File: config.mk
export PLATFORM = sky130hd
export DESIGN_NAME = display_buffer_pool_allocator_unit
export DESIGN_NICKNAME = d
export VERILOG_FILES = /design/src/rtl/dbpa_pkg.sv /design/src/rtl/dbpa_table.sv /design/src/rtl/dbpa_scan.sv /design/src/rtl/display_buffer_pool_allocator_unit.sv
export SDC_FILE = /design/constraint.sdc
export NUM_CORES = 1
export LEC_CHECK = 0
export ABC_AREA = 1
export BUFFER_PORTS_ARGS = -buffer_cell sky130_fd_sc_hd__buf_4
export CORE_MARGIN = 2
export CORE_UTILIZATION = 45
export DETAILED_ROUTE_END_ITERATION = 7
export GPL_TIMING_DRIVEN = 0
export PLACE_DENSITY_LB_ADDON = 0.2
export SETUP_SLACK_MARGIN = 0.02
export SLEW_MARGIN = 5
export SYNTH_ARGS = -nofsm -noshare
export SYNTH_HDL_FRONTEND = slang
export SYNTH_SLANG_ARGS = --single-unit
export TNS_END_PERCENT = 1
File: constraint.sdc
create_clock -name i_clk -period 5.39 [get_ports i_clk]
set_input_delay 0.8085 -clock i_clk [delete_from_list [all_inputs] [get_ports i_clk]]
set_output_delay 0.8085 -clock i_clk [all_outputs]
set_load 0.02 [all_outputs]
File: src/rtl/dbpa_pkg.sv
// types, constants and helper functions for the display buffer pool allocator
// no dependencies; imported by every module of the block
`timescale 1ns / 1ps
`default_nettype none

package dbpa_pkg;

    localparam int MAX_BUFFERS = 8;
    localparam logic [3:0] MAX_SLOT   = 4'(MAX_BUFFERS);
    localparam logic [3:0] RESET_POOL = 4'd2;
    localparam logic signed [15:0] NO_ID = -16'sd1;

    typedef logic [3:0] t_slot;

    typedef enum logic [1:0] {
        CMD_INIT    = 2'd0,
        CMD_ACQUIRE = 2'd1,
        CMD_RELEASE = 2'd2,
        CMD_MARK    = 2'd3
    } t_cmd;

    typedef enum logic [1:0] {
        USE_FREE = 2'd0,
        USE_CUR  = 2'd1,
        USE_PREP = 2'd2
    } t_use;

    typedef enum logic [2:0] {
        RULE_ID_MATCH = 3'd0,
        RULE_BLANK    = 3'd1,
        RULE_ANY_FREE = 3'd2,
        RULE_FORCED   = 3'd3,
        RULE_NONE     = 3'd4
    } t_rule;

    typedef enum logic [2:0] {
        ST_IDLE,
        ST_INIT,
        ST_SCAN,
        ST_GRANT,
        ST_UPDATE
    } t_state;

    typedef struct packed {
        t_cmd               command;
        logic signed [15:0] buffer_id;
        logic               high_priority;
        t_slot              slot;
    } t_dbpa_in;

    typedef struct packed {
        logic  ok;
        t_slot granted_slot;
        t_rule rule_used;
    } t_dbpa_out;

    typedef struct packed {
        logic signed [15:0] id;
        t_use               use_state;
        logic               filled;
    } t_entry;

    // decision of the scan unit, valid once the scan has passed the last slot
    typedef struct packed {
        logic  ok;
        t_slot slot;
        t_rule rule;
    } t_dbpa_dec;

    // contents of one slot right after a table rebuild with n common buffers
    function automatic t_entry init_entry(input t_slot idx, input t_slot n);
        t_entry e;
        e.id        = (idx == n) ? 16'sd0 : NO_ID;
        e.use_state = (idx == n && n != 4'd0) ? USE_CUR : USE_FREE;
        e.filled    = 1'b0;
        return e;
    endfunction

    function automatic t_slot sat_pool(input logic [3:0] p);
        return (p > MAX_SLOT) ? MAX_SLOT : p;
    endfunction

endpackage

`default_nettype wire

File: src/rtl/dbpa_table.sv
// slot table: one entry per common buffer plus the device buffer
// one read port, one write port; depends on dbpa_pkg
`timescale 1ns / 1ps
`default_nettype none

module dbpa_table
    import dbpa_pkg::*;
(
    input  wire logic   i_clk,
    input  wire logic   i_rst_n,
    input  wire t_slot  i_rd_idx,
    output t_entry      o_rd_entry,
    input  wire logic   i_wr_en,
    input  wire t_slot  i_wr_idx,
    input  wire t_entry i_wr_entry
);

    t_entry r_entry [MAX_BUFFERS+1];

    always_ff @(posedge i_clk) begin
        if (!i_rst_n) begin
            for (int i = 0; i <= MAX_BUFFERS; i++) begin
                r_entry[i] <= init_entry(4'(i), RESET_POOL);
            end
        end else if (i_wr_en && i_wr_idx <= MAX_SLOT) begin
            r_entry[i_wr_idx] <= i_wr_entry;
        end
    end

    always_comb begin
        if (i_rd_idx <= MAX_SLOT) begin
            o_rd_entry = r_entry[i_rd_idx];
        end else begin
            o_rd_entry = init_entry(i_rd_idx, RESET_POOL);
        end
    end

endmodule

`default_nettype wire

File: src/rtl/dbpa_scan.sv
// shared compare unit: checks one slot a cycle while i_en is high against all
// three search rules and keeps the first hit of each; depends on dbpa_pkg
`timescale 1ns / 1ps
`default_nettype none

module dbpa_scan
    import dbpa_pkg::*;
(
    input  wire logic               i_clk,
    input  wire logic               i_rst_n,
    input  wire logic               i_clear,
    input  wire logic               i_en,
    input  wire t_slot              i_idx,
    input  wire t_entry             i_entry,
    input  wire logic signed [15:0] i_req_id,
    input  wire logic               i_high,
    output t_dbpa_dec               o_dec
);

    logic  r_hit_id, r_hit_blank, r_hit_free;
    t_slot r_slot_id, r_slot_blank, r_slot_free;
    logic  w_free;

    assign w_free = (i_entry.use_state == USE_FREE);

    always_ff @(posedge i_clk) begin
        if (!i_rst_n) begin
            r_hit_id    <= 1'b0;
            r_hit_blank <= 1'b0;
            r_hit_free  <= 1'b0;
        end else if (i_clear) begin
            r_hit_id    <= 1'b0;
            r_hit_blank <= 1'b0;
            r_hit_free  <= 1'b0;
        end else if (i_en) begin
            // only the first hit of each rule counts
            if (!r_hit_id && w_free && i_entry.id == i_req_id) begin
                r_hit_id <= 1'b1;
            end
            if (!r_hit_blank && w_free && !i_entry.filled) begin
                r_hit_blank <= 1'b1;
            end
            if (!r_hit_free && w_free) begin
                r_hit_free <= 1'b1;
            end
        end
    end

    always_ff @(posedge i_clk) begin
        if (i_en) begin
            if (!r_hit_id) begin
                r_slot_id <= i_idx;
            end
            if (!r_hit_blank) begin
                r_slot_blank <= i_idx;
            end
            if (!r_hit_free) begin
                r_slot_free <= i_idx;
            end
        end
    end

    always_comb begin
        if (r_hit_id) begin
            o_dec = '{ok: 1'b1, slot: r_slot_id, rule: RULE_ID_MATCH};
        end else if (r_hit_blank) begin
            o_dec = '{ok: 1'b1, slot: r_slot_blank, rule: RULE_BLANK};
        end else if (r_hit_free) begin
            o_dec = '{ok: 1'b1, slot: r_slot_free, rule: RULE_ANY_FREE};
        end else if (i_high) begin
            o_dec = '{ok: 1'b1, slot: 4'd0, rule: RULE_FORCED};
        end else begin
            o_dec = '{ok: 1'b0, slot: 4'd0, rule: RULE_NONE};
        end
    end

endmodule

`default_nettype wire

File: src/rtl/display_buffer_pool_allocator_unit.sv
// top level of the display buffer pool allocator: sequencer, config register
// depends on dbpa_pkg, dbpa_table, dbpa_scan
`timescale 1ns / 1ps
`default_nettype none

// Usage
//   Command channel: a beat on i_item is taken at a rising edge with start
//   high and busy low. busy stays high until the command has finished.
//   Result channel: one beat per command on o_result, marked by o_strobe for
//   exactly one cycle; the receiver must take it, there is no back-pressure.
//   Config: i_cfg_we writes pool_count from i_cfg_wdata; it takes effect at
//   the next init command. Write it only while busy is low.
// Command sequences
//   init:            every table entry rewritten, one table entry a cycle
//   acquire:         one slot a cycle through the
//                    shared compare unit, then a grant state
//   release, mark:   one read-modify-write of the slot
//   A new command may be started in the cycle the strobe is shown; no new
//   command is taken while one is still in flight.
// Reset
//   synchronous, active low: pool size 2, table as after an init with two
//   common buffers, no result pending.
module display_buffer_pool_allocator_unit
    import dbpa_pkg::*;
(
    input  wire logic      i_clk,
    input  wire logic      i_rst_n,
    input  wire logic      start,
    output logic           busy,
    input  wire t_dbpa_in  i_item,
    input  wire logic      i_cfg_we,
    input  wire logic [3:0] i_cfg_wdata,
    output logic           o_strobe,
    output t_dbpa_out      o_result
);

    t_state    r_state, n_state;
    t_slot     r_idx, n_idx;
    t_slot     r_last, n_last;
    logic [3:0] r_pool;
    t_dbpa_in  r_req, n_req;
    t_dbpa_out r_out, n_out;
    logic      r_strobe, n_strobe;

    t_slot     w_rd_idx;
    t_entry    w_rd_entry;
    logic      w_wr_en;
    t_slot     w_wr_idx;
    t_entry    w_wr_entry;
    logic      w_scan_clear, w_scan_en;
    t_dbpa_dec w_dec;

    dbpa_table u_table (
        .i_clk      (i_clk),
        .i_rst_n    (i_rst_n),
        .i_rd_idx   (w_rd_idx),
        .o_rd_entry (w_rd_entry),
        .i_wr_en    (w_wr_en),
        .i_wr_idx   (w_wr_idx),
        .i_wr_entry (w_wr_entry)
    );

    dbpa_scan u_scan (
        .i_clk    (i_clk),
        .i_rst_n  (i_rst_n),
        .i_clear  (w_scan_clear),
        .i_en     (w_scan_en),
        .i_idx    (r_idx),
        .i_entry  (w_rd_entry),
        .i_req_id (r_req.buffer_id),
        .i_high   (r_req.high_priority),
        .o_dec    (w_dec)
    );

    always_ff @(posedge i_clk) begin
        if (!i_rst_n) begin
            r_state  <= ST_IDLE;
            r_last   <= RESET_POOL;
            r_pool   <= RESET_POOL;
            r_strobe <= 1'b0;
            r_idx    <= 4'd0;
        end else begin
            r_state  <= n_state;
            r_last   <= n_last;
            r_strobe <= n_strobe;
            r_idx    <= n_idx;
            if (i_cfg_we) begin
                r_pool <= i_cfg_wdata;
            end
        end
    end

    always_ff @(posedge i_clk) begin
        r_req <= n_req;
        r_out <= n_out;
    end

    always_comb begin
        n_state      = r_state;
        n_idx        = r_idx;
        n_last       = r_last;
        n_req        = r_req;
        n_out        = r_out;
        n_strobe     = 1'b0;
        w_rd_idx     = r_idx;
        w_wr_en      = 1'b0;
        w_wr_idx     = r_idx;
        w_wr_entry   = w_rd_entry;
        w_scan_clear = 1'b0;
        w_scan_en    = 1'b0;

        case (r_state)
            ST_IDLE: begin
                if (start) begin
                    n_req        = i_item;
                    n_idx        = 4'd0;
                    w_scan_clear = 1'b1;
                    case (i_item.command)
                        CMD_INIT: begin
                            n_last  = sat_pool(r_pool);
                            n_state = ST_INIT;
                        end
                        CMD_ACQUIRE: n_state = ST_SCAN;
                        default:     n_state = ST_UPDATE;
                    endcase
                end
            end
            ST_INIT: begin
                w_wr_en    = 1'b1;
                w_wr_entry = init_entry(r_idx, r_last);
                if (r_idx == MAX_SLOT) begin
                    n_out    = '{ok: 1'b1, granted_slot: 4'd0, rule_used: RULE_NONE};
                    n_strobe = 1'b1;
                    n_state  = ST_IDLE;
                end else begin
                    n_idx = 4'(r_idx + 4'd1);
                end
            end
            ST_SCAN: begin
                w_scan_en = 1'b1;
                if (r_idx == r_last) begin
                    n_state = ST_GRANT;
                end else begin
                    n_idx = 4'(r_idx + 4'd1);
                end
            end
            ST_GRANT: begin
                w_rd_idx = w_dec.slot;
                w_wr_idx = w_dec.slot;
                w_wr_en  = w_dec.ok;
                w_wr_entry.id        = r_req.buffer_id;
                w_wr_entry.use_state = r_req.high_priority ? USE_CUR : USE_PREP;
                // any-free and forced grants hand over a blank buffer
                if (w_dec.rule == RULE_ANY_FREE || w_dec.rule == RULE_FORCED) begin
                    w_wr_entry.filled = 1'b0;
                end
                n_out    = '{ok: w_dec.ok, granted_slot: w_dec.slot,
                             rule_used: w_dec.rule};
                n_strobe = 1'b1;
                n_state  = ST_IDLE;
            end
            ST_UPDATE: begin
                w_rd_idx = r_req.slot;
                w_wr_idx = r_req.slot;
                w_wr_en  = (r_req.slot <= r_last);
                if (r_req.command == CMD_RELEASE) begin
                    w_wr_entry.use_state = USE_FREE;
                    if (w_rd_entry.id == NO_ID) begin
                        w_wr_entry.filled = 1'b0;
                    end
                end else begin
                    w_wr_entry.filled = 1'b1;
                end
                n_out    = '{ok: (r_req.slot <= r_last), granted_slot: 4'd0,
                             rule_used: RULE_NONE};
                n_strobe = 1'b1;
                n_state  = ST_IDLE;
            end
            default: n_state = ST_IDLE;
        endcase
    end

    assign busy     = (r_state != ST_IDLE);
    assign o_strobe = r_strobe;
    assign o_result = r_out;

endmodule

`default_nettype wire

==> results of run 1 <==
-- power groups by stage --
stage,clock (mW),combinational [mW],sequential (mW)
CTS,2.06,1.25,2.67
detailed placement,0,1.25,2.71
floorplan,0,0.799,2.69
global placement,0,1.23,2.71
finish,2.04,1.27,2.67
global route,2.14,1.38,2.68
-- stage by stage --
step / util, % / worst slack (ns) / total power, mW
6_report: 52.17 / 0.7505 / 5.980
5_1_grt: 52.17 / 0.6291 / 6.200
4_1_cts: 52.17 / 0.8270 / 5.974
3_5_place_dp: 48.88 / 0.8509 / 3.957
3_3_place_gp: 48.88 / 0.8448 / 3.935
2_1_floorplan: - / 2.513 / 3.489
-- worst max-delay path, stage by stage (launching register included) --
cell and delay (ns):
dfxtp_1 0.42, inv_2 0.08, nand3_4 0.12, buf_6 0.17
clkinv_1 0.36, nand2_1 0.28, a21boi_0 0.35, nand2_1 0.16
nand3_4 0.22, nor3_1 0.10, inv_2 0.25, buf_1 0.64
nand2_1 0.93
-- per-layer routing --
layer | up-vias | track usage [%]
met2 | 428 | 40.63
met1 | 4898 | 34.77
li1 | 4819 | -
met3 | 70 | 3.835
met4 | 0 | 7.206
met5 | - | 0
-- state kept, by name, summed over array words and instances, names as in the netlist --
name                 cells
o_result                 8
o_strobe                 1
r_idx                    4
r_last                   4
r_pool                   4
r_req                   23
r_state                  3
u_scan.r_hit_blank       1
u_scan.r_hit_free        1
u_scan.r_hit_id          1
u_scan.r_slot_blank      4
u_scan.r_slot_free       4
u_scan.r_slot_id         4
u_table.r_entry        222
-- synthesized netlist by cell type (8+ instances only) --
| cell type | count | area share [%] |
|---|---|---|
| a21oi_1 | 33 | 1.2 |
| a21oi_2 | 9 | 0.58 |
| buf_2 | 24 | 0.89 |
| buf_4 | 11 | 0.61 |
| clkbuf_1 | 8 | 0.22 |
| clkinv_1 | 18 | 0.50 |
| dfxtp_1 | 19 | 2.8 |
| edfxtp_1 | 265 | 59 |
| inv_1 | 171 | 4.7 |
| inv_2 | 11 | 0.31 |
| nand2_1 | 428 | 12 |
| nand3_1 | 44 | 1.6 |
| nand3b_1 | 35 | 1.9 |
| nor2_1 | 204 | 5.7 |
| o21ai_0 | 48 | 1.8 |
| xnor2_1 | 9 | 0.58 |
-- area by class of cell --
type                       instances  area share [%]
multi-input combinational        947           27.97
sequential                       284           53.92
tap                              390           3.156
clock inverter                    11          0.4936
clock buffer                      44           5.818
buffer                            49           1.893
inverter                         200           4.855
timing repair buffer              39           1.893
-- logic make-up after synthesis --
logic type	share of synthesized area (%)
flip-flops	61.68
XOR/XNOR	0.5831
AO/OA/AOI/OAI	5.312
buffers and inverters	7.719
adder cells (fa/ha/maj)	0.5553
AND/OR/NAND/NOR	24.13
other	0.02774
-- path summary, 6_finish.rpt --
kind / to / slack, ns / cells after the start
setup reg to reg: u_table.r_entry[2][14] / 0.75 / 12
hold reg to reg: r_pool[1] / 0.46 / 2
setup / recovery: u_table.r_entry[2][14] / 0.75 / 12
hold / removal: r_req[17] / 0.43 / 1
==> impl_metrics.json, run 1 <==
{
  "fill_cells": 2734,
  "holdBufCountCts": 0,
  "std_cell_rows": 63,
  "relSlewSlack_pct": 10.89,
  "fin_crit_sh_pct": 86.08,
  "met2_length_mm": 18.23,
  "tightestPinTransition_ns": 1.333,
  "dr.first_iter.drc_count": 1148,
  "multi_input_area_sq_um": 4325,
  "switching_power_mw": 1.868,
  "synth_area_sq_um": 13520,
  "internal_power_mw": 4.111,
  "ys_types": 48,
  "final_common_cell": "nand2_1",
  "postCtsSetupBuffers": 0,
  "yosys_most_used_dff": "edfxtp_1",
  "arrival_ns": 4.65,
  "layout.nets": 1589,
  "hold_start": "i_item[17]",
  "final-instance-count-excl-fill": 1964,
  "critPathKind": "reg -> reg",
  "clock-sinks": 284,
  "via_per_inst": 5.201,
  "fmax_mhz": 215.5,
  "yosysSeqAreaShare_pct": 61.68,
  "synth_seq_cells": 284,
  "placedCellCount": 1909,
  "final_cell_mix": "nand2_1 (428), edfxtp_1 (265), nor2_1 (204), inv_1 (170), conb_1 (51)",
  "diodes": 0,
  "maxCapViolCount": 0,
  "setup_violations": 0,
  "dp_hpwl_mm": 25.79,
  "vdd_drop_max_mv": 0.2469,
  "htree_num_levels": 1,
  "p_seq_share_pct": 44.6,
  "ioPinCount": 41,
  "grtUsageTotal_pct": 24.95,
  "tritoncts": "yes",
  "die-area_sq_um": 31450,
  "first_pass_iters": 8,
  "hold_viol_final": 0,
  "syn_area_per_cell_sq_um": 9.454,
  "fin_skew_ns": 0.01384,
  "path_clk_slew_ns": 0.06,
  "power_density_nw_per_um2": 386.7,
  "grt_overflow": 0,
  "cp-start-kind": "flop",
  "whs_ns": 0.4271,
  "stdcell_area_sq_um": 15460,
  "switching_share_pct": 31.25,
  "grt_max_degree": 24,
  "routabilityCongestion": 0.8749,
  "route.detailed.drc": 0,
  "run_status": "finished clean",
  "wl_met3_mm": 3.239,
  "p_leak_nw": 6.398,
  "setup_tns_ns": 0,
  "start_util_pct": 45.61,
  "crit_fanout": 19,
  "fin_crit_ns": 4.639,
  "ctsRootBufferMaster": "clkbuf_16",
  "rr_startpoint": "r_state[2]",
  "core-area_sq_um": 29640,
  "m1WireLength_mm": 16.31,
  "yosysWarningCount": 0,
  "rsz0062_at_grt": "no",
  "clock_power_share_pct": 34.2,
  "top_layer": "met4",
  "final_layout_size_suffix_gt1_share_pct": 11.56,
  "clk_latency_ns": 0.56,
  "port_buffers": 39,
  "dpl-instance-area_sq_um": 14490,
  "cts_buffers": 31,
  "die_h_microns": 177.3,
  "fp.dieW_microns": 177.3,
  "wl_per_cell_microns": 19.80,
  "grt_pass1_vias": 9376,
  "clockBufferDepth": 3,
  "grt_antenna_before_repair": 0,
  "synth-edff-count": 265,
  "maxSlewViolCount": 0,
  "hold_class": "in -> reg",
  "area_delta_synth_final_pct": 14.38,
  "wirelength_mm": 38.90,
  "vias": 10220,
  "synthCells": 1430,
  "worstSetupStartpoint": "r_state[2]",
  "async_flop_share_pct": 0,
  "cp-end-kind": "flop",
  "required_ns": 5.40,
  "ant_nets": 0,
  "postCtsResizedCells": 0,
  "seq_area_sq_um": 8338,
  "grt_pass1_wl_mm": 57.01,
  "power_frac_comb_pct": 21.2
}
(Power assumes the default switching activity.)
==> inputs of run 2 (changes only) <==
--- a/config.mk
+++ b/config.mk
@@ -13,3 +13,3 @@
 export GPL_TIMING_DRIVEN = 0
-export PLACE_DENSITY_LB_ADDON = 0.2
+export PLACE_DENSITY = 0.71
 export SETUP_SLACK_MARGIN = 0.02
--- a/constraint.sdc
+++ b/constraint.sdc
@@ -3,2 +3,2 @@
 set_output_delay 0.8085 -clock i_clk [all_outputs]
-set_load 0.02 [all_outputs]
+set_load 0.1 [all_outputs]
==> run 2 against run 1 <==
Compared with the run above: die area unchanged; clock-buffer cell count down 10; highest routed layer unchanged; clock power down 3%; worst setup slack better by 0.14 ns; largest power group unchanged; flip-flop and latch count unchanged; hold slack better by 0.0058 ns.
==> impl_metrics.json, run 2 (synthesis gave the netlist of run 1 again) <==
{
  "hold_class": "in -> reg",
  "ioPinCount": 41,
  "via_per_inst": 5.284,
  "vias": 10370,
  "first_pass_iters": 8,
  "tightestPinTransition_ns": 1.276,
  "dp_hpwl_mm": 24.95,
  "cts_buffers": 29,
  "p_leak_nw": 6.355,
  "cp-start-kind": "flop",
  "ant_nets": 0,
  "wl_per_cell_microns": 19.33,
  "hold_depth": 1,
  "relSlewSlack_pct": 14.71,
  "setup_violations": 0,
  "die_h_microns": 177.3,
  "run_status": "finished clean",
  "grtUsageTotal_pct": 24.14,
  "holdBufCountCts": 0,
  "port_buffers": 39,
  "core-area_sq_um": 29640,
  "postCtsSetupBuffers": 0,
  "path_clk_slew_ns": 0.06,
  "htree_num_levels": 1,
  "dr.first_iter.drc_count": 1378,
  "route.detailed.drc": 0,
  "setup_tns_ns": 0,
  "reg2reg_depth": 12,
  "hold_viol_final": 0,
  "grt_overflow": 0,
  "final_common_cell": "nand2_1",
  "grt_max_degree": 24,
  "dp_slack_ns": 0.9659,
  "fin_skew_ns": 0.01547,
  "fmax_mhz": 222.4,
  "required_ns": 5.41,
  "largest_reg_flops": 222,
  "power_mw": 5.924,
  "clock-sinks": 284,
  "rsz0062_at_grt": "no",
  "start_util_pct": 45.61,
  "layout.nets": 1587,
  "post-route-util_pct": 51.93,
  "ctsRootBufferMaster": "clkbuf_16",
  "die-area_sq_um": 31450,
  "tritoncts": "yes",
  "wirelength_mm": 37.92,
  "power_density_nw_per_um2": 385.0,
  "grt_pass1_wl_mm": 56.58,
  "std_cell_rows": 63,
  "maxCapViolCount": 0,
  "clockBufferDepth": 3,
  "final_layout_size_suffix_gt1_share_pct": 11.08,
  "routabilityCongestion": 0.9282,
  "fin_crit_ns": 4.496,
  "fp.dieW_microns": 177.3,
  "maxSlewViolCount": 0,
  "largest_register": "u_table.r_entry",
  "crit_fanout": 19,
  "fin_ws_ns": 0.8937,
  "postCtsResizedCells": 0,
  "grt_pass1_vias": 9791,
  "grt_antenna_before_repair": 1,
  "clk_latency_ns": 0.55,
  "final_cell_mix": "nand2_1 (428), edfxtp_1 (265), nor2_1 (204), inv_1 (171), conb_1 (51)",
  "arrival_ns": 4.52,
  "area_delta_synth_final_pct": 13.84,
  "vdd_drop_max_mv": 0.2658,
  "critPathKind": "reg -> reg",
  "cp-end-kind": "flop",
  "fin_crit_sh_pct": 83.42
}
==> run 2: changes by cell type in the layout (fill, tap and decap cells not counted), sizes merged <==
cell | previous run | this run
clkbuf | 52 | 42
clkinv | 28 | 33
bufinv | 1 | 3
diode | 0 | 1
==> run 2: area by class of cell <==
class,count,area [sq um]
timing repair buffer,39,292.8
antenna,1,2.502
tap,390,488.0
sequential,284,8338
multi-input combinational,947,4325
buffer,49,292.8
inverter,200,750.7
clock buffer,34,744.5
fill,2710,14250
clock inverter,18,155.1
==> run 2: worst max-delay path, cell delays in order (launching register included) <==
cell	delay, ns
dfxtp_1	0.42
inv_2	0.08
nand3_4	0.12
buf_6	0.17
clkinv_1	0.34
nand2_1	0.30
a21boi_0	0.32
nand2_1	0.15
nand3_4	0.22
nor3_1	0.11
inv_2	0.24
buf_1	0.60
nand2_1	0.88
==> run 2: worst paths after layout <==
path	from	endpoint	slack [ns]
max	r_state[2]	u_table.r_entry[2][4]	0.89
max reg2reg	r_state[2]	u_table.r_entry[2][4]	0.89
min	i_item[8]	r_req[8]	0.43
min reg2reg	r_pool[1]	r_pool[1]	0.48
==> run 2: metal layers <==
layer	track usage, %	vias to the layer above	wire length (microns)
met4	8.641	0	1518
met5	0	-	0
met3	3.792	102	3886
met1	32.92	4894	14760
li1	-	4819	-
met2	39.27	552	17750
==> run 2: metrics by stage <==
step           hold WS [ns]  area [sq um]  cells
2_1_floorplan        0.4292         13710   1480
3_3_place_gp         0.4526         14490   1909
3_5_place_dp         0.4658         14490   1909
4_1_cts              0.4220         15390   1961
5_1_grt              0.4184         15390   1961
6_report             0.4328         15390   1962
==> run 2: report_power, final <==
part	total [mW]	leakage [nW]	switching [mW]	internal (mW)
logic	1.29	3.57	0.981	0.305
registers	2.67	2.34	0.0601	2.61
clock network	1.97	0.446	0.850	1.12
total	5.92	6.36	1.89	4.03
==> inputs of run 3 (changes only) <==
- clock period: 5.39 -> 4.16 ns (I/O delays scaled with it)
==> run 3 against run 2 <==
Compared with the run above: clock skew decreased by 0.0046 ns; via count decreased by 0.43%; power increased by 29%; first-iteration DRC count decreased by 2.4%; combinational power increased by 29%; critical path type unchanged; highest routed layer is now met5.
==> impl_metrics.json, run 3 (synthesis gave the netlist of run 1 again) <==
{
  "run_status": "finished clean",
  "required_ns": 4.34,
  "routabilityCongestion": 0.9282,
  "rsz0062_at_grt": "no",
  "path_clk_slew_ns": 0.06,
  "start_util_pct": 45.61,
  "tritoncts": "yes",
  "clockBufferDepth": 3,
  "rr_startpoint": "r_state[1]",
  "power_mw": 7.668,
  "maxSlewViolCount": 0,
  "cts_buffers": 29,
  "reg2reg_depth": 13,
  "holdBufCountCts": 0,
  "maxCapViolCount": 0,
  "setup_violations": 0,
  "ioPinCount": 41,
  "rr_endpoint": "u_table.r_entry[6][15]",
  "fin_crit_ns": 3.993,
  "fp.dieW_microns": 177.3,
  "vias": 10320,
  "area_delta_synth_final_pct": 14.04,
  "die-area_sq_um": 31450,
  "relSlewSlack_pct": 17.79,
  "largest_reg_flops": 222,
  "final_common_cell": "nand2_1",
  "htree_num_levels": 1,
  "power_density_nw_per_um2": 497.3,
  "dr.first_iter.drc_count": 1345,
  "core-area_sq_um": 29640,
  "fmax_mhz": 250.4,
  "final_layout_size_suffix_gt1_share_pct": 11.65,
  "largest_register": "u_table.r_entry",
  "port_buffers": 39,
  "crit_end": "u_table.r_entry[6][15]",
  "grt_max_degree": 24,
  "arrival_ns": 4.17,
  "fin_skew_ns": 0.01086,
  "fin_crit_sh_pct": 95.98,
  "crit_fanout": 19,
  "grt_overflow": 0,
  "cp-start-kind": "flop",
  "route.detailed.drc": 0,
  "r2r_slack_ns": 0.17,
  "p_leak_nw": 6.356,
  "std_cell_rows": 63,
  "final-instance-count-excl-fill": 1962,
  "critPathKind": "reg -> reg",
  "worstSetupStartpoint": "r_state[1]",
  "ant_nets": 0,
  "wl_per_cell_microns": 19.31,
  "tightestPinTransition_ns": 1.233,
  "dp_hpwl_mm": 24.95,
  "hold_class": "in -> reg",
  "dpl-instance-area_sq_um": 14490,
  "grt_pass1_vias": 9791,
  "stdcell_area_sq_um": 15420,
  "postCtsSetupBuffers": 0,
  "wirelength_mm": 37.90,
  "fin_ws_ns": 0.1671,
  "clk_latency_ns": 0.55,
  "grt_antenna_before_repair": 1,
  "final_cell_mix": "nand2_1 (419), edfxtp_1 (265), nor2_1 (204), inv_1 (171), conb_1 (51)",
  "grtUsageTotal_pct": 24.14,
  "hold_viol_final": 0,
  "first_pass_iters": 7,
  "fill_cells": 2709,
  "layout.nets": 1587,
  "grt_pass1_wl_mm": 56.58,
  "die_h_microns": 177.3,
  "cp-end-kind": "flop",
  "post-route-util_pct": 52.02,
  "vdd_drop_max_mv": 0.3591,
  "clock-sinks": 284,
  "ctsRootBufferMaster": "clkbuf_16",
  "dp_slack_ns": -0.2641,
  "via_per_inst": 5.261,
  "hold_start": "i_item[0]",
  "placedCellCount": 1909
}
run 3: cell counts in the layout (fill, tap and decap cells not counted):
Identical to the previous run, type by type.
run 3: worst min-delay path by stage:
stage                           end  cells past startpoint
final                      r_req[0]                      1
after floorplan           r_pool[1]                      2
after CTS                 r_req[19]                      1
after global routing      r_req[19]                      1
after detailed placement  r_pool[1]                      2
after global placement    r_pool[1]                      2
run 3: worst max-delay path: stages, from the launching register on:
cell     delay (ns)
dfxtp_1        0.46
nand3_4        0.18
buf_6          0.19
o21ai_2        0.12
nand2_2        0.10
nand2_4        0.16
nand2_2        0.09
inv_2          0.20
a21oi_4        0.20
inv_2          0.13
nand3_4        0.17
nor3_2         0.75
inv_1          0.27
nand2_2        0.60
run 3: per-layer routing:
layer | up-vias | routed length [microns] | global-route usage (%) | share of wire, %
met5 | - | 52 | 0 | 0.14
met4 | 2 | 1561 | 8.641 | 4.1
met3 | 100 | 3569 | 3.792 | 9.4
met1 | 4863 | 15070 | 32.92 | 40
met2 | 541 | 17640 | 39.27 | 47
li1 | 4816 | - | - | -
run 3: area by class of cell:
class	count	area, sq um	share of cell area (%)
timing repair buffer	39	292.8	1.899
tap	390	488.0	3.165
sequential	284	8338	54.08
multi-input combinational	947	4353	28.23
inverter	200	750.7	4.869
buffer	49	292.8	1.899
clock buffer	34	744.5	4.829
antenna	1	2.502	0.01623
clock inverter	18	155.1	1.006
run 3: metrics by stage:
stage	hold slack [ns]	TNS, ns
2_1_floorplan	0.4292	0
3_5_place_dp	0.4658	-7.521
4_1_cts	0.2375	0
6_report	0.2498	0
5_1_grt	0.2339	0
3_3_place_gp	0.4526	-4.040
run 3: repair_timing:
| item | CTS | global route |
|---|---|---|
| pin swaps | 0 | 0 |
| gates cloned | 0 | 0 |
| setup endpoints to repair | 76 | 114 |
| gates resized for setup | 4 | 6 |
run 3: report_power, final:
group	leakage (nW)	switching [mW]	total (mW)	internal, mW
Combinational	3.57	1.27	1.67	0.397
Clock	0.446	1.09	2.54	1.45
Sequential	2.34	0.0785	3.46	3.38
